**config.mk**
```make
export PLATFORM = sky130hd
export DESIGN_NAME = blru_ctrl
export DESIGN_NICKNAME = d
export VERILOG_FILES = /design/src/rtl/blru_pkg.sv /design/src/rtl/blru_ctrl.sv
export SDC_FILE = /design/constraint.sdc
export NUM_CORES = 1
export LEC_CHECK = 0
export ABC_CLOCK_PERIOD_IN_PS = 2900
export BUFFER_PORTS_ARGS = -buffer_cell sky130_fd_sc_hd__buf_2
export CAP_MARGIN = 40
export CELL_PAD_IN_SITES_DETAIL_PLACEMENT = 1
export CELL_PAD_IN_SITES_GLOBAL_PLACEMENT = 1
export CORE_AREA = 2 2 39 41
export DETAILED_ROUTE_END_ITERATION = 8
export DIE_AREA = 0 0 41 43
export HOLD_SLACK_MARGIN = 0.06
export PLACE_DENSITY_LB_ADDON = 0.12
export SLEW_MARGIN = 20
export SYNTH_ARGS = -nofsm -noshare
export SYNTH_HDL_FRONTEND = slang
export SYNTH_SLANG_ARGS = --single-unit
```
**constraint.sdc**
```tcl
create_clock -name clock -period 2.9 [get_ports clock]
set_clock_uncertainty 0.05 [all_clocks]
set_input_delay 0.145 -clock clock [delete_from_list [all_inputs] [get_ports clock]]
set_output_delay 0.145 -clock clock [all_outputs]
set_load 0.005 [all_outputs]
```
**src/rtl/blru_pkg.sv**
```systemverilog
// blru_pkg: shared widths, register indexes, status codes and the
// command/status structs between the lookup controller and datapath.
// No dependencies.
`default_nettype none

package blru_pkg;

   localparam int MAX_SLOTS_DEF = 64;
   localparam int ASSOC_LIMIT   = 16;
   localparam int SET_WAYS      = 4;

   localparam int TUPLE_W    = 32;
   localparam int BSIZE_W    = 17;
   localparam int SCNT_W     = 7;
   localparam int STAMP_W    = 64;
   localparam int STATUS_W   = 2;
   localparam int SLOT_IDX_W = 6;
   localparam int CSR_IDX_W  = 2;
   localparam int CSR_DATA_W = 32;
   localparam int DIV_STEPS  = 32;

   localparam logic [BSIZE_W-1:0] BLOCK_MAX    = 17'd65536;
   localparam logic [TUPLE_W-1:0] UNLOADED_TAG = '1;

   localparam logic [BSIZE_W-1:0] BSIZE_RESET  = BLOCK_MAX;
   localparam logic [TUPLE_W-1:0] TOTAL_RESET  = 32'd1;
   localparam logic [SCNT_W-1:0]  SCNT_RESET   = 7'd16;

   localparam logic [CSR_IDX_W-1:0] CSR_BLOCK_SIZE   = 2'd0;
   localparam logic [CSR_IDX_W-1:0] CSR_TOTAL_TUPLES = 2'd1;
   localparam logic [CSR_IDX_W-1:0] CSR_SLOT_COUNT   = 2'd2;

   localparam logic [STATUS_W-1:0] ST_HIT  = 2'd0;
   localparam logic [STATUS_W-1:0] ST_MISS = 2'd1;
   localparam logic [STATUS_W-1:0] ST_OOR  = 2'd2;

   typedef struct packed {
      logic accept;
      logic div_step;
      logic addr_calc;
      logic len_calc;
      logic issue;
      logic compare;
      logic commit;
      logic load_rsp;
   } cmd_type;

   typedef struct packed {
      logic oor;
      logic div_last;
      logic search_done;
   } stat_type;

endpackage

`default_nettype wire

```
**src/rtl/blru_ctrl.sv**
```systemverilog
// blru_ctrl: sequencer for one lookup transaction (divide, address, search,
// commit, respond). Owns the handshake flags. Depends on blru_pkg.
`default_nettype none

module blru_ctrl (
   input  logic               clock,
   input  logic               reset,
   input  logic               req_valid,
   output logic               req_ready,
   output logic               rsp_valid,
   input  logic               rsp_ready,
   input  blru_pkg::stat_type stat,
   output blru_pkg::cmd_type  cmd
);
   import blru_pkg::*;

   localparam logic [2:0] S_IDLE   = 3'd0;
   localparam logic [2:0] S_CHECK  = 3'd1;
   localparam logic [2:0] S_DIV    = 3'd2;
   localparam logic [2:0] S_ADDR   = 3'd3;
   localparam logic [2:0] S_LEN    = 3'd4;
   localparam logic [2:0] S_SEARCH = 3'd5;
   localparam logic [2:0] S_COMMIT = 3'd6;
   localparam logic [2:0] S_OUT    = 3'd7;

   logic [2:0] state_ff, state_in;
   logic       rsp_valid_ff, rsp_valid_in;
   logic       out_free;

   assign out_free = !rsp_valid_ff || rsp_ready;

   always_comb begin
      state_in = state_ff;
      cmd      = '0;
      case (state_ff)
         S_IDLE: begin
            if (req_valid) begin
               cmd.accept = 1'b1;
               state_in   = S_CHECK;
            end
         end
         S_CHECK: begin
            state_in = stat.oor ? S_OUT : S_DIV;
         end
         S_DIV: begin
            cmd.div_step = 1'b1;
            if (stat.div_last) begin
               state_in = S_ADDR;
            end
         end
         S_ADDR: begin
            cmd.addr_calc = 1'b1;
            state_in      = S_LEN;
         end
         S_LEN: begin
            cmd.len_calc = 1'b1;
            cmd.issue    = 1'b1;
            state_in     = S_SEARCH;
         end
         S_SEARCH: begin
            cmd.issue   = 1'b1;
            cmd.compare = 1'b1;
            if (stat.search_done) begin
               state_in = S_COMMIT;
            end
         end
         S_COMMIT: begin
            cmd.commit = 1'b1;
            state_in   = S_OUT;
         end
         S_OUT: begin
            // hold until the output register is free
            if (out_free) begin
               cmd.load_rsp = 1'b1;
               state_in     = S_IDLE;
            end
         end
         default: begin
            state_in = S_IDLE;
         end
      endcase
   end

   always_comb begin
      if (cmd.load_rsp) begin
         rsp_valid_in = 1'b1;
      end else if (rsp_ready) begin
         rsp_valid_in = 1'b0;
      end else begin
         rsp_valid_in = rsp_valid_ff;
      end
   end

   always_ff @(posedge clock) begin
      if (reset) begin
         state_ff     <= S_IDLE;
         rsp_valid_ff <= 1'b0;
      end else begin
         state_ff     <= state_in;
         rsp_valid_ff <= rsp_valid_in;
      end
   end

   assign req_ready = (state_ff == S_IDLE);
   assign rsp_valid = rsp_valid_ff;

endmodule

`default_nettype wire

```
Word-level counts from Yosys, hierarchy flattened
Index checks and enable logic that the tools add are counted.
{"block": "op_classes", "reduce_logical": 6, "muxes": 18, "eq_ne": 11}
{"op": "3-bit one-hot mux with 8 select lines", "n": 1}
{"op": "3-bit 2-to-1 mux", "n": 5}
{"op": "3-bit == test, second input constant", "n": 4}
{"op": "1-bit 2-to-1 mux", "n": 12}
{"op": "2-bit != test, second input constant", "n": 4}
{"op": "3-bit by 2-bit == test with 1-bit output, second input constant", "n": 2}
{"op": "4-bit AND reduction", "n": 1}
{"op": "3-bit by 1-bit == test with 1-bit output, second input constant", "n": 1}
{"op": "3-bit zero test", "n": 1}
{"op": "2-bit nonzero test", "n": 1}
{"op": "2-bit OR reduction", "n": 1}
{"op": "1-bit zero test", "n": 1}
{"op": "1-bit logical OR", "n": 1}
{"block": "totals", "elab_cells": 37, "inputBits": 7, "out_inout_bits": 10, "register_bits": 4}

Logic depth before layout (Yosys ltp)
{"block": "logic_depth", "ltp_word": 5, "depth_mapped": 5, "mapped_depth_nobuf": 4}

Worst setup path before layout
Ideal clock, no wire load.
{"block": "synth_timing", "kind": "flip-flop to output port", "start": "register state_ff[2]", "end": "output port cmd[2] in the netlist's numbering", "stages_incl_launch_ff": 4, "arrival_ns": 0.824, "required_ns": 2.705, "setup_slack_ns": 1.881, "path_cell_list": "dfxtp_1 buf_4 nor2b_1 and2_2"}
{"element": "start: declaration", "line_no": "blru_ctrl.sv:26", "text": "logic [2:0] state_ff, state_in;"}
{"element": "start signal: assignment", "line_no": "blru_ctrl.sv:99", "text": "state_ff <= state_in;"}
{"element": "end: declaration", "line_no": "blru_ctrl.sv:13", "text": "output blru_pkg::cmd_type cmd"}

==> results.py <==
metrics = {
    "clocking": {
        "cts_resized": 0,
        "cts_tree": "done",
        "numCtsBuffers": 3,
        "cts_max_level": 1,
        "clock_sinks": 4,
        "cts_buffer_depth": 2,
        "clk_latency_ns": 0.24,
        "path_clk_slew_ns": 0.04,
        "cts_setup_buffers": 0,
        "cts-root-buf": "clkbuf_4",
    },
    "setup_path": {
        "cp_num_buf_inv": 1,
        "rr_worst_depth": 3,
        "r2r_setup_slack_ns": 1.70,
        "crit_path_end": "cmd[2]",
        "critPathKind": "reg -> out",
        "cp-startpoint": "state_ff[2]$_SDFFE_PP0P_",
        "regToRegStartpoint": "state_ff[1]$_SDFFE_PP0P_",
        "crit_path_cell_trace": "nor2b_1 > and2_2 > buf_2",
        "slowest_delay_ns": 0.55,
        "cp_slowest_cell": "dfxtp_1",
        "path_depth": 3,
        "start_kind": "flip-flop",
        "endpoint_kind": "output pin",
        "path_delay_family": "flip-flops",
        "critical_path_arrival_ns": 1.28,
        "cp_max_fo": 11,
        "reg2reg_to": "state_ff[0]$_SDFFE_PP0P_",
        "required_ns": 2.71,
    },
    "route": {
        "wire_per_inst_um": 11.3,
        "viasPerCell": 4.36,
        "via_count": 314,
        "drt-total-wl_um": 811,
        "postRouteAntennaNets": 0,
        "drt_iter0_markers": 1,
        "route.detailed.drc": 0,
        "first_pass_iters": 4,
    },
    "synth": {
        "synth_nets": 47,
        "synth_largest_area_cell": "dfxtp_1",
        "syn_avg_cell_area_um2": 8.13,
        "yosysWarnings": 0,
        "yosysSeqAreaShare_pct": 24.6,
        "ys_ff_latch": 4,
        "synth_ff_type": "dfxtp_1",
        "ys_top_cells_by_area": "dfxtp_1 (25%), mux2i_1 (9.2%), buf_6 (6.9%)",
        "synthArstFlopShare_pct": 0,
        "synth_top_area_share_pct": 24.6,
        "synth_cells": 40,
        "synth_cell_type_count": 21,
        "synth_edf_count": 0,
        "syn_area_um2": 325,
    },
    "timing": {
        "maxSlewHeadroom_pct": 70.8,
        "holdWs_ns": 0.150,
        "hold_violations": 0,
        "finalCritPeriodShare_pct": 51.0,
        "grt_setup_unrepaired": "no",
        "maxSlewViolCount": 0,
        "tns_ns": 0,
        "setup_violations": 0,
        "fin_crit_ns": 1.48,
        "max_freq_mhz": 676,
        "tightest_slew_ns": 0.437,
    },
    "global_routing": {
        "grt.overflow.total": 0,
        "antenna_found_initial": 0,
        "grt_max_degree": 12,
        "track_usage_pct": 10.5,
        "grt_pass1_wl_mm": 1.17,
        "grt_pass1_vias": 290,
    },
    "floorplanning": {
        "start_util_pct": 23.5,
        "dieArea_um2": 1760,
        "placementRows": 14,
        "die_w_um": 41,
        "coreArea_um2": 1380,
        "io_pins": 17,
        "die_h_um": 43,
    },
    "cells_and_area": {
        "fill_cells": 191,
        "seq_area_um2": 80.1,
        "nets": 65,
        "multi_input_area_um2": 204,
        "drive_gt1_share_pct": 46.4,
        "layout.cells.most_common": "buf_2",
        "post-route-util_pct": 30.4,
        "mostFrequentLayoutCells": "buf_2 (16), nor2_1 (4), nand2_1 (4), a21oi_1 (4), dfxtp_1 (4)",
        "final_cells": 72,
        "area_delta_synth_final_pct": 29.2,
        "antennaDiodeCount": 0,
    },
    "place": {
        "port_buffers": 16,
        "place_inst": 68,
        "place.gp.congestion": 0.694,
        "place_hpwl_um": 607,
    },
    "hold_path": {
        "hold_path.class": "in -> reg",
    },
    "power_and_ir_drop": {
        "power_mw": 0.234,
        "power_density_nw_per_um2": 556,
        "leakage_nw": 0.208,
        "peakVddDrop_uv": 194,
    },
    "flow_run": {
        "drv_cap": 0,
    },
    "outcome": {
        "status": "complete, no violations",
    },
}
how the worst min path moves through the flow:
stage	from	end	slack [ns]	cells past startpoint
after floorplan	reset	rsp_valid$_SDFFE_PP0P_	0.16	1
after global placement	reset	state_ff[1]$_SDFFE_PP0P_	0.31	2
after detailed placement	reset	rsp_valid$_SDFFE_PP0P_	0.30	2
after CTS	stat[2]	state_ff[0]$_SDFFE_PP0P_	0.14	3
after global routing	stat[2]	state_ff[0]$_SDFFE_PP0P_	0.16	3
final	stat[2]	state_ff[0]$_SDFFE_PP0P_	0.15	3
cells in the mapped netlist (2+ instances only):
master / number
nand2b_1: 2
buf_6: 2
nor2_1: 4
nand2_1: 4
nor2b_1: 2
dfxtp_1: 4
buf_4: 2
a21oi_1: 4
mux2i_1: 3
and2_1: 2
repair_timing:
action | in CTS | in global routing
endpoints found under the setup margin | 0 | 0
endpoints found under the hold margin | 2 | 0
hold buffers | 1 | 0
worst min-delay path: cells and delay by family:
family                 cells  cell delay (ns)
and+or+nand+nor            1             0.06
buffers and inverters      1             0.10
AOI/OAI and AO/OA          1             0.08
flip-flops by register name, summed over array words and instances (netlist names):
register,count
rsp_valid,1
state_ff,3
logic make-up after synthesis:
kind of cell | count (synthesis) | share of synthesized area (%)
flops | 4 | 24.6
compound gates | 6 | 10.4
buf+inv | 5 | 12.7
simple gates | 22 | 43.1
mux | 3 | 9.23
layer usage:
metal	vias up	track usage (%)	share of wire, %
met5	-	0	0
met4	0	8.00	0
met3	0	6.28	9.0
met2	15	13.8	43
met1	136	11.8	48
li1	163	-	-
per-stage QoR:
stage / cell area, um^2 / worst slack, ns
floorplan: 325 / 1.88
global placement: 388 / 1.66
detailed placement: 388 / 1.66
CTS: 420 / 1.40
global route: 420 / 1.34
finish: 420 / 1.42
cell type report:
type,instances,share of cell area [%]
sequential,4,19.0
multi-input combinational,31,48.5
inverter,1,0.893
tap,16,4.76
timing repair buffer,17,21.4
clock buffer,3,5.36
report_power, final:
group / internal, mW / switching [mW] / total, mW
Clock: 0.0465 / 0.0256 / 0.0721
Combinational: 0.0432 / 0.0285 / 0.0718
Sequential: 0.0635 / 0.0265 / 0.0900
(Power assumes the default switching activity.)
