[src/rtl/blru_pkg.sv]
// blru_pkg: shared widths, register indexes, status codes and the
// command/status structs between the lookup controller and datapath.
// No dependencies.
`default_nettype none

package blru_pkg;

   localparam int MAX_SLOTS_DEF = 64;
   localparam int ASSOC_LIMIT   = 16;
   localparam int SET_WAYS      = 4;

   localparam int TUPLE_W    = 32;
   localparam int BSIZE_W    = 17;
   localparam int SCNT_W     = 7;
   localparam int STAMP_W    = 64;
   localparam int STATUS_W   = 2;
   localparam int SLOT_IDX_W = 6;
   localparam int CSR_IDX_W  = 2;
   localparam int CSR_DATA_W = 32;
   localparam int DIV_STEPS  = 32;

   localparam logic [BSIZE_W-1:0] BLOCK_MAX    = 17'd65536;
   localparam logic [TUPLE_W-1:0] UNLOADED_TAG = '1;

   localparam logic [BSIZE_W-1:0] BSIZE_RESET  = BLOCK_MAX;
   localparam logic [TUPLE_W-1:0] TOTAL_RESET  = 32'd1;
   localparam logic [SCNT_W-1:0]  SCNT_RESET   = 7'd16;

   localparam logic [CSR_IDX_W-1:0] CSR_BLOCK_SIZE   = 2'd0;
   localparam logic [CSR_IDX_W-1:0] CSR_TOTAL_TUPLES = 2'd1;
   localparam logic [CSR_IDX_W-1:0] CSR_SLOT_COUNT   = 2'd2;

   localparam logic [STATUS_W-1:0] ST_HIT  = 2'd0;
   localparam logic [STATUS_W-1:0] ST_MISS = 2'd1;
   localparam logic [STATUS_W-1:0] ST_OOR  = 2'd2;

   typedef struct packed {
      logic accept;
      logic div_step;
      logic addr_calc;
      logic len_calc;
      logic issue;
      logic compare;
      logic commit;
      logic load_rsp;
   } cmd_type;

   typedef struct packed {
      logic oor;
      logic div_last;
      logic search_done;
   } stat_type;

endpackage

`default_nettype wire

[src/rtl/blru_csr.sv]
// blru_csr: configuration registers and their clamped effective values.
// Depends on blru_pkg.
`default_nettype none

module blru_csr #(
   parameter int MAX_SLOTS = blru_pkg::MAX_SLOTS_DEF
) (
   input  logic                                clock,
   input  logic                                reset,
   input  logic                                csr_wr_en,
   input  logic [blru_pkg::CSR_IDX_W-1:0]      csr_index,
   input  logic [blru_pkg::CSR_DATA_W-1:0]     csr_wr_data,
   output logic [blru_pkg::BSIZE_W-1:0]        block_size_eff,
   output logic [blru_pkg::TUPLE_W-1:0]        total_tuples,
   output logic [$clog2(MAX_SLOTS+1)-1:0]      slot_count_eff
);
   import blru_pkg::*;

   localparam int CNT_W = $clog2(MAX_SLOTS+1);

   logic [BSIZE_W-1:0] block_size_ff, block_size_in;
   logic [TUPLE_W-1:0] total_tuples_ff, total_tuples_in;
   logic [SCNT_W-1:0]  slot_count_ff, slot_count_in;

   always_comb begin
      block_size_in   = block_size_ff;
      total_tuples_in = total_tuples_ff;
      slot_count_in   = slot_count_ff;
      if (csr_wr_en) begin
         if (csr_index == CSR_BLOCK_SIZE) begin
            block_size_in = csr_wr_data[BSIZE_W-1:0];
         end
         if (csr_index == CSR_TOTAL_TUPLES) begin
            total_tuples_in = csr_wr_data[TUPLE_W-1:0];
         end
         if (csr_index == CSR_SLOT_COUNT) begin
            slot_count_in = csr_wr_data[SCNT_W-1:0];
         end
      end
   end

   always_ff @(posedge clock) begin
      if (reset) begin
         block_size_ff   <= BSIZE_RESET;
         total_tuples_ff <= TOTAL_RESET;
         slot_count_ff   <= SCNT_RESET;
      end else begin
         block_size_ff   <= block_size_in;
         total_tuples_ff <= total_tuples_in;
         slot_count_ff   <= slot_count_in;
      end
   end

   // zero acts as one, oversize clamps to the limit
   always_comb begin
      if (block_size_ff == '0) begin
         block_size_eff = BSIZE_W'(1);
      end else if (block_size_ff > BLOCK_MAX) begin
         block_size_eff = BLOCK_MAX;
      end else begin
         block_size_eff = block_size_ff;
      end
   end

   always_comb begin
      if (slot_count_ff == '0) begin
         slot_count_eff = CNT_W'(1);
      end else if (32'(slot_count_ff) > 32'(MAX_SLOTS)) begin
         slot_count_eff = CNT_W'(MAX_SLOTS);
      end else begin
         slot_count_eff = CNT_W'(slot_count_ff);
      end
   end

   assign total_tuples = total_tuples_ff;

endmodule

`default_nettype wire

[config.mk]
export PLATFORM = sky130hd
export DESIGN_NAME = blru_csr
export DESIGN_NICKNAME = d
export VERILOG_FILES = /design/src/rtl/blru_pkg.sv /design/src/rtl/blru_csr.sv
export SDC_FILE = /design/constraint.sdc
export NUM_CORES = 1
export LEC_CHECK = 0
export BUFFER_PORTS_ARGS = -buffer_cell sky130_fd_sc_hd__buf_4
export CAP_MARGIN = 5
export CELL_PAD_IN_SITES_DETAIL_PLACEMENT = 1
export CELL_PAD_IN_SITES_GLOBAL_PLACEMENT = 1
export CORE_MARGIN = 3
export CORE_UTILIZATION = 36
export CTS_CLUSTER_DIAMETER = 60
export DETAILED_ROUTE_END_ITERATION = 7
export PLACE_DENSITY_LB_ADDON = 0.3
export SLEW_MARGIN = 5
export SYNTH_ARGS = -nofsm -noshare
export SYNTH_HDL_FRONTEND = slang
export SYNTH_SLANG_ARGS = --single-unit
[constraint.sdc]
create_clock -name clock -period 3.5 [get_ports clock]
set_input_delay 0.7 -clock clock [delete_from_list [all_inputs] [get_ports clock]]
set_output_delay 0.7 -clock clock [all_outputs]
set_load 0.01 [all_outputs]
-- Word level (Yosys, flattened, before mapping)
Index checks and enable logic that the tools add are counted.
- reduce and logical (&&, ||, !) cells: 6
- order comparisons: 2
- multiplexer cells: 4
- equal/unequal tests: 2
- operator list (cell ; number):
    $mux W17 ; 2
    $gt A17 B17 Y1 const B ; 1
    $logic_not A17 Y1 ; 1
    $mux W7 ; 2
    $gt A7 B7 Y1 const B ; 1
    $logic_not A7 Y1 ; 1
    $reduce_and A2 Y1 ; 3
    $eq A2 B1 Y1 const B ; 1
    $eq A2 B2 Y1 const B ; 1
    $logic_not A2 Y1 ; 1
- word-level logic and storage cells: 17
- bits of input ports: 37
- output and inout bits: 56
- bits in registers: 56

-- Depth between registers and ports, before layout
Gate-level depths: netlist (run 1).
- depth after elaboration: 3
- gate-level depth with buffers: 5

-- Least setup slack after synthesis (run 1)
OpenSTA, ideal clock, no wires.
- path type: reg2out
- start: register block_size_ff[11]
- end: output port block_size_eff[10] in the netlist's numbering
- data arrival time: 1.130 ns
- required time: 2.800 ns
- cell stages (with the launch flop): 4
- path slack: 1.670 ns
- cell sequence: dfxtp_1 -> nor4_4 -> a41oi_4 -> nor2b_2
- word-level cells in the longest chain between the ends: 3
- elaborated cells between the ends (all ways): 4
- classes of those cells: order compare (1); mux (2); reduce/logical (1)
- RTL lines (what ; line ; text):
    from (decl) ; blru_csr.sv:21 ; logic [BSIZE_W-1:0] block_size_ff, block_size_in;
    from (signal assigned) ; blru_csr.sv:48 ; block_size_ff <= block_size_in;
    $gt A17 B17 Y1 ; blru_csr.sv:58 ; end else if (block_size_ff > BLOCK_MAX) begin
    $mux W17 ; blru_csr.sv:58 ;
    $mux W17 * ; blru_csr.sv:56 ; if (block_size_ff == '0) begin
    to (decl) ; blru_csr.sv:13 ; output logic [blru_pkg::BSIZE_W-1:0] block_size_eff,
Mark *: on every way between the ends. The rest lies on a longest branch, timed or not.

-- Final worst setup path (run 1)
- start: register block_size_ff[11]
- end: output port block_size_eff[15] in the netlist's numbering
The elaborated chain is that of the path after synthesis.

==> results of run 1 <==
## cell usage in the layout, fill, tap and decap left out, types with 2 or more instances in the layout
master / instances
buf_4: 94
nor2b_1: 10
nand2_1: 96
clkbuf_1: 2
mux2i_1: 6
nor2_1: 10
nor2b_2: 10
nor4_4: 4
nand3b_1: 3
a21oi_1: 49
clkbuf_8: 6
a211o_1: 2
inv_1: 3
dfxtp_1: 56
## worst register-to-register path: stages (launching register included)
cell and delay (ps):
dfxtp_1 400, inv_1 160, nor2_1 60, a211o_1 280
## through the flow
stage / power, mW / util (%)
global placement: 0.867 / 49.3
detailed placement: 0.873 / 49.3
global route: 1.28 / 50.7
finish: 1.22 / 50.7
floorplan: 0.786 / -
CTS: 1.23 / 50.7
## flip-flops by register name, summed over array words and instances, names as in the netlist
name and cells:
block_size_ff 17, total_tuples 32, slot_count_ff 7
## final timing paths
kind	start	end	slack, ps	cells after the start
hold / removal	total_tuples[20]	total_tuples[20]	460	2
setup reg to reg	block_size_ff[16]	block_size_ff[16]	2500	3
setup / recovery	block_size_ff[11]	block_size_eff[15]	1120	4
hold reg to reg	total_tuples[20]	total_tuples[20]	460	2
## layout make-up
| class | count | share of cell area, % |
|---|---|---|
| flip-flops and latches | 56 | 36.5 |
| repair buffers | 94 | 22.9 |
| clock buffers | 8 | 2.93 |
| multi-input cells | 196 | 34.3 |
| inverters | 3 | 0.366 |
| well taps | 75 | 3.05 |
## logic make-up (layout without fill, tap and decap cells)
logic type,Yosys count,in the layout,share of synthesized area (%)
mux,6,6,2.61
simple gates,138,138,30.6
compound gates,52,52,12.6
flops,56,56,48.8
buf+inv,22,105,5.34
## routing by layer
metal / track usage [%] / routed length (um) / vias to the layer above
li1: - / - / 1046
met1: 23.0 / 2860 / 957
met2: 28.2 / 2970 / 61
met3: 5.28 / 449 / 8
met4: 4.75 / 98 / 0
met5: 0 / 0 / -
## power by group
group	switching (mW)	leakage [nW]	internal (mW)
combinational	0.0926	0.817	0.0862
sequential	0.0182	0.455	0.659
clock	0.200	0.0455	0.162
==> results.cfg, run 1 <==
[status]
outcome = finished clean

[finish]
final_cell_area_um2 = 3080
finish.net_count = 393
area_growth_pct = 33.9
area.sequential_um2 = 1120
fill_cells = 739
multiInputGateArea_um2 = 1050
finalNonFillerCells = 432
drive_above_1_share_pct = 32.5
antenna_cells = 0

[sta]
setup_viol = 0
worstMarginPinSlew_ps = 732
timing.final.crit_share_pct = 68.1
rsz0062_at_grt = no
max_freq_ghz = 0.420
relSlewSlack_pct = 51.1
hold_viol = 0
drv_slew = 0
post-route-min-period_ps = 2380
skew_ps = 0
fin_ws_ps = 1120
fin_tns_setup_ps = 0
worst_hold_slack_ps = 461

[floorplanning]
pin_count = 93
die_h_um = 85.9
start_util_pct = 37.9
die_area_um2 = 7380
coreArea_um2 = 6060
die_w_um = 85.9
rows = 28

[route]
drt_wl_total_um = 6380
avgRoutedWirePerCell_um = 14.8
drc = 0
first_iter_violations = 61
drt_pass1_iterations = 4
via_per_inst = 4.80
vias = 2072
drtAntennaViolNets = 0

[synthesis]
synth_fp_nets = 311
ys_types = 21
synth-edff-count = 0
synth.most_common_cell = nand2_1
ys_seq_area_share_pct = 48.8
syn-cell-area_um2 = 2300
synth_top_flop_cell = dfxtp_1
synth_area_leaders = dfxtp_1, nand2_1, a21oi_1
synth_top_area_share_pct = 48.8
async_reset_ff_share_pct = 0
synth_cells = 274
synth-warning-count = 0
synth_area_per_cell_um2 = 8.38
netlist.top_cell.by_area = dfxtp_1
ys_ff_latch = 56
synth_common_cells = nand2_1, dfxtp_1, a21oi_1

[placement]
post-place-cells = 424
port_buffers = 92
dp_slack_ps = 1430
dp_hpwl_um = 4620
place_area_um2 = 2990
place_congestion = 0.740

[global_routing]
grt_pass1_wl_um = 10300
grt_use_total_pct = 17.6
antenna_found_initial = 0
grt_max_degree = 57
grt-ovfl-total = 0
grt_pass1_vias = 2067

[clocking]
cts_tree = done
clockRootBuffer = clkbuf_8
clock_path_buffers = 2
post_cts_resized = 0
clk_pin_slew_ps = 100
numCtsBuffers = 5
clock_latency_ps = 310
post_cts_buffers = 0
hold_buffers = 0
htree_levels = 2
cts_sinks = 56

[setup_path]
critPathRequiredTime_ps = 2800
slowest_delay_ps = 390
path_max_fanout = 10
path_buf_inv = 1
crit_slowest_cell = nor4_4
cpLargestDelayFamily = simple AND/OR/NAND/NOR gates
worstPathArrival_ps = 1680
worstPathCellList = nor4_4 -> a41oi_4 -> nor2b_2 -> buf_4
crit_type = reg2out
critPathLaunchType = register
crit_path_end_kind = output pin

[power]
ir_worst_vdd_uv = 202
power.density_nw_per_um2 = 396
p_leak_nw = 1.32

[run]
max_cap_violations = 0

[min_path]
hold_path_class = reg2reg
Note: power is estimated with default switching activity, not from simulation.
==> inputs of run 2 (changes only) <==
--- a/config.mk
+++ b/config.mk
@@ -10,7 +10,7 @@
 export CELL_PAD_IN_SITES_DETAIL_PLACEMENT = 1
 export CELL_PAD_IN_SITES_GLOBAL_PLACEMENT = 1
 export CORE_MARGIN = 3
-export CORE_UTILIZATION = 36
+export CORE_UTILIZATION = 31
 export CTS_CLUSTER_DIAMETER = 60
 export DETAILED_ROUTE_END_ITERATION = 7
 export PLACE_DENSITY_LB_ADDON = 0.3
==> constraint.sdc (replaced) <==
create_clock -name clock -period 2.03 [get_ports clock]
set_input_delay 0.406 -clock clock [delete_from_list [all_inputs] [get_ports clock]]
set_output_delay 0.406 -clock clock [all_outputs]
set_load 0.01 [all_outputs]
==> results.cfg, run 2 (synthesized netlist as in run 1, its figures left out) <==
[sta]
timing.final.crit_share_pct = 96.7
skew_ps = 0
drv_slew = 0
rsz0062_at_grt = yes
setup_viol = 0
hold_viol = 0
worstMarginPinSlew_ps = 592
post-route-min-period_ps = 1960
relSlewSlack_pct = 60.5
max_freq_ghz = 0.510
worst_hold_slack_ps = 313

[finish]
largest_register_ffs = 32
drive_above_1_share_pct = 36.4
fill_cells = 861
mostFrequentLayoutCells = buf_4, nand2_1, a21oi_1, dfxtp_1
area_growth_pct = 40.6
area.sequential_um2 = 1130
antenna_cells = 0
layout_commonest_cell = buf_4
finalNonFillerCells = 461
finish.net_count = 401
multiInputGateArea_um2 = 1080

[status]
outcome = finished clean

[setup_path]
slowest_delay_ps = 360
crit_type = reg2out
crit_slowest_cell = dfxtp_2
cpLargestDelayFamily = simple AND/OR/NAND/NOR gates
critPathMostFrequentCell = buf_4
crit_path_end_kind = output pin
worstPathArrival_ps = 1560
critPathRequiredTime_ps = 1620
reg2reg_slack_ps = 990
cp.depth = 5
worstPathCellList = nor4_4 -> buf_4 -> a41oi_4 -> nor2b_2 -> buf_4
critPathLaunchType = register
path_max_fanout = 5
worstRegToRegCells = 3
path_buf_inv = 2

[clocking]
clock_path_buffers = 2
clockRootBuffer = clkbuf_8
clk_pin_slew_ps = 100
hold_buffers = 0
cts_tree = done
clock_latency_ps = 310
numCtsBuffers = 5
htree_levels = 2
cts_sinks = 56

[floorplanning]
coreArea_um2 = 6980
die_h_um = 92.1
die_w_um = 92.1
rows = 30
pin_count = 93
die_area_um2 = 8480
start_util_pct = 32.9

[route]
avgRoutedWirePerCell_um = 14.3
top_layer_used = met4
drc = 0
wl_met3_um = 412
wl_met1_um = 2900
first_iter_violations = 89
wl_met2_um = 3230
drtAntennaViolNets = 0
via_per_inst = 4.66
drt_pass1_iterations = 4
drt_wl_total_um = 6600
vias = 2149

[global_routing]
antenna_found_initial = 0
grt_use_total_pct = 16.0
grt_pass1_wl_um = 11000
grt-ovfl-total = 0
grt_pass1_vias = 2160
grt_max_degree = 57

[power]
internal-power_mw = 1.74
ir_worst_vdd_uv = 256
p_clk_share_pct = 34.5
p_leak_nw = 1.38
p_sw_mw = 0.560
seqPwrFrac_pct = 50.7
power.density_nw_per_um2 = 713
sw_frac_of_total_pct = 24.3
comb_power_share_pct = 14.8

[placement]
post-place-cells = 448
dp_hpwl_um = 4760
port_buffers = 92
place_congestion = 0.745

[min_path]
hold_path_class = in2reg
min_path_cells = 2

[run]
max_cap_violations = 0
-- run 2: per-stage QoR --
stage	util, %	cell area, um2	setup slack (ps)	TNS [ps]	total power [mW]
floorplan	-	2300	494	0	1.35
global placement	43.5	3030	302	0	1.50
detailed placement	43.5	3030	279	0	1.51
CTS	46.1	3220	14.1	0	2.33
global route	46.3	3230	-33.6	-144	2.40
finish	46.3	3230	67.9	0	2.30
-- run 2: final timing paths --
kind	start	endpoint
hold reg to reg	total_tuples[23]	total_tuples[23]
setup / recovery	block_size_ff[7]	block_size_eff[5]
setup reg to reg	block_size_ff[16]	block_size_ff[16]
hold / removal	csr_wr_data[16]	block_size_ff[16]
-- run 2: layer usage --
| metal | vias up | GRT usage (%) |
|---|---|---|
| met2 | 54 | 26.8 |
| met5 | - | 0 |
| met3 | 6 | 4.59 |
| met4 | 0 | 4.08 |
| met1 | 1021 | 20.1 |
| li1 | 1068 | - |
-- run 2: area by class of cell --
| cell class | instances | share of cell area (%) |
|---|---|---|
| clock buffers | 7 | 2.98 |
| multi-input cells | 197 | 33.5 |
| clock inverters | 1 | 0.930 |
| repair buffers | 101 | 23.5 |
| flip-flops and latches | 56 | 35.1 |
| well taps | 96 | 3.72 |
| inverters | 3 | 0.349 |
-- run 2: power groups by stage --
stage / Clock, mW / Sequential, mW / Combinational, mW
after floorplan: 0 / 1.20 / 0.159
after global placement: 0 / 1.19 / 0.309
after detailed placement: 0 / 1.19 / 0.315
after CTS: 0.819 / 1.17 / 0.346
after global routing: 0.855 / 1.17 / 0.375
final: 0.794 / 1.17 / 0.340
-- run 2: timing repair --
item	CTS	global route
pin swaps	5	3
gates cloned	1	0
setup buffers	4	0
gates resized for setup	1	8
setup endpoints to repair	10	11
==> inputs of run 3 (changes only) <==
--- a/config.mk
+++ b/config.mk
@@ -9,7 +9,6 @@
 export CAP_MARGIN = 5
 export CELL_PAD_IN_SITES_DETAIL_PLACEMENT = 1
 export CELL_PAD_IN_SITES_GLOBAL_PLACEMENT = 1
-export CORE_MARGIN = 3
 export CORE_UTILIZATION = 31
 export CTS_CLUSTER_DIAMETER = 60
 export DETAILED_ROUTE_END_ITERATION = 7
==> constraint.sdc (replaced) <==
create_clock -name clock -period 1.8 [get_ports clock]
set_input_delay 0.36 -clock clock [delete_from_list [all_inputs] [get_ports clock]]
set_output_delay 0.36 -clock clock [all_outputs]
set_load 0.01 [all_outputs]
==> results.cfg, run 3 (synthesized netlist as in run 1, its figures left out) <==
[status]
outcome = complete, but fails checks
violations = setup timing

[route]
wl_met2_um = 3040
drtAntennaViolNets = 0
top_layer_used = met4
drc = 0
vias = 2127
wl_met1_um = 2840
drt_wl_total_um = 6300
wl_met3_um = 342
via_per_inst = 4.55
drt_pass1_iterations = 4
avgRoutedWirePerCell_um = 13.5
first_iter_violations = 68

[global_routing]
grt_pass1_vias = 2051
grt_use_total_pct = 16.9
grt_pass1_wl_um = 10200
grt-ovfl-total = 0
antenna_found_initial = 0
grt_max_degree = 57

[run]
max_cap_violations = 0

[clocking]
clk_pin_slew_ps = 100
htree_levels = 2
clockRootBuffer = clkbuf_8
hold_buffers = 0
cts_sinks = 56
numCtsBuffers = 5
clock_latency_ps = 310
clock_path_buffers = 2
cts_tree = done

[sta]
drv_slew = 0
max_freq_ghz = 0.511
fin_ws_ps = -156
rsz0062_at_grt = yes
skew_ps = 0
fin_tns_setup_ps = -1470
worstMarginPinSlew_ps = 580
relSlewSlack_pct = 61.3
post-route-min-period_ps = 1960
hold_viol = 0
setup_viol = 11
timing.final.crit_share_pct = 109

[power]
power.density_nw_per_um2 = 735
ir_worst_vdd_uv = 362
p_leak_nw = 1.37
power.total_mw = 2.37

[finish]
multiInputGateArea_um2 = 1080
area.sequential_um2 = 1130
finish.net_count = 405
final_cell_area_um2 = 3230
drive_above_1_share_pct = 37.0
layout_commonest_cell = buf_4
area_growth_pct = 40.5
largest_register_ffs = 32
fill_cells = 902
finalNonFillerCells = 467
antenna_cells = 0
mostFrequentLayoutCells = buf_4, nand2_1, dfxtp_1, a21oi_1

[setup_path]
critPathLaunchType = register
reg2reg_to = block_size_ff[16]
worstRegToRegCells = 3
critPathRequiredTime_ps = 1440
worstPathArrival_ps = 1600
reg2reg_slack_ps = 840
path_max_fanout = 5
reg2reg_from = block_size_ff[16]
crit_type = reg2out
startpoint = block_size_ff[3]
crit_path_end_kind = output pin
cp-endpoint = block_size_eff[6]

[placement]
place_area_um2 = 3050
port_buffers = 92
dp_slack_ps = 96.2
post-place-cells = 452
place_congestion = 0.686
dp_hpwl_um = 4380

[floorplanning]
die_h_um = 88.1
start_util_pct = 31.8
coreArea_um2 = 7210
die_area_um2 = 7760
die_w_um = 88.1
rows = 31
pin_count = 93

[min_path]
hold_path_class = in2reg
[run 3: report_power, final]
| part | total (mW) | internal (mW) | switching [mW] |
|---|---|---|---|
| Combinational | 0.396 | 0.199 | 0.198 |
| Sequential | 1.31 | 1.28 | 0.0323 |
| Clock | 0.665 | 0.265 | 0.400 |
| Total | 2.37 | 1.74 | 0.630 |
[run 3: area by class of cell]
cell class / instances / share of cell area [%]
clock buffers: 5 / 2.13
clock inverters: 2 / 0.388
inverters: 3 / 0.349
multi-input cells: 197 / 33.6
flip-flops and latches: 56 / 35.1
well taps: 99 / 3.84
repair buffers: 105 / 24.5
[run 3: repair_timing]
item,CTS,global route
gates resized for setup,7,4
setup buffers,6,1
pin swaps,8,4
gates cloned,1,0
endpoints found under the setup margin,11,11
[run 3: stage by stage]
stage          hold WS (ps)  utilization, %
6_report                288            44.7
2_1_floorplan           451               -
3_3_place_gp            443            42.2
4_1_cts                 270            44.5
3_5_place_dp            450            42.2
5_1_grt                 278            44.7
[run 3: critical path, cell delays in order (launching register included)]
cell and delay [ps]:
dfxtp_2 350, nor4_4 260, buf_4 190, a41oi_4 200, nor2b_2 160, buf_4 120
[run 3: how the worst min path moves through the flow]
stage                     start                end  cells past startpoint
2_1_floorplan  slot_count_ff[4]   slot_count_ff[4]                      1
3_3_place_gp   total_tuples[26]   total_tuples[26]                      2
3_5_place_dp   total_tuples[19]   total_tuples[19]                      2
4_1_cts         csr_wr_data[16]  block_size_ff[16]                      2
5_1_grt         csr_wr_data[21]   total_tuples[21]                      3
6_report        csr_wr_data[16]  block_size_ff[16]                      2
[run 3: per-layer routing]
metal	vias to the layer above	track usage [%]
li1	1077	-
met3	5	3.86
met1	985	22.1
met4	0	3.96
met5	-	0
met2	60	28.5
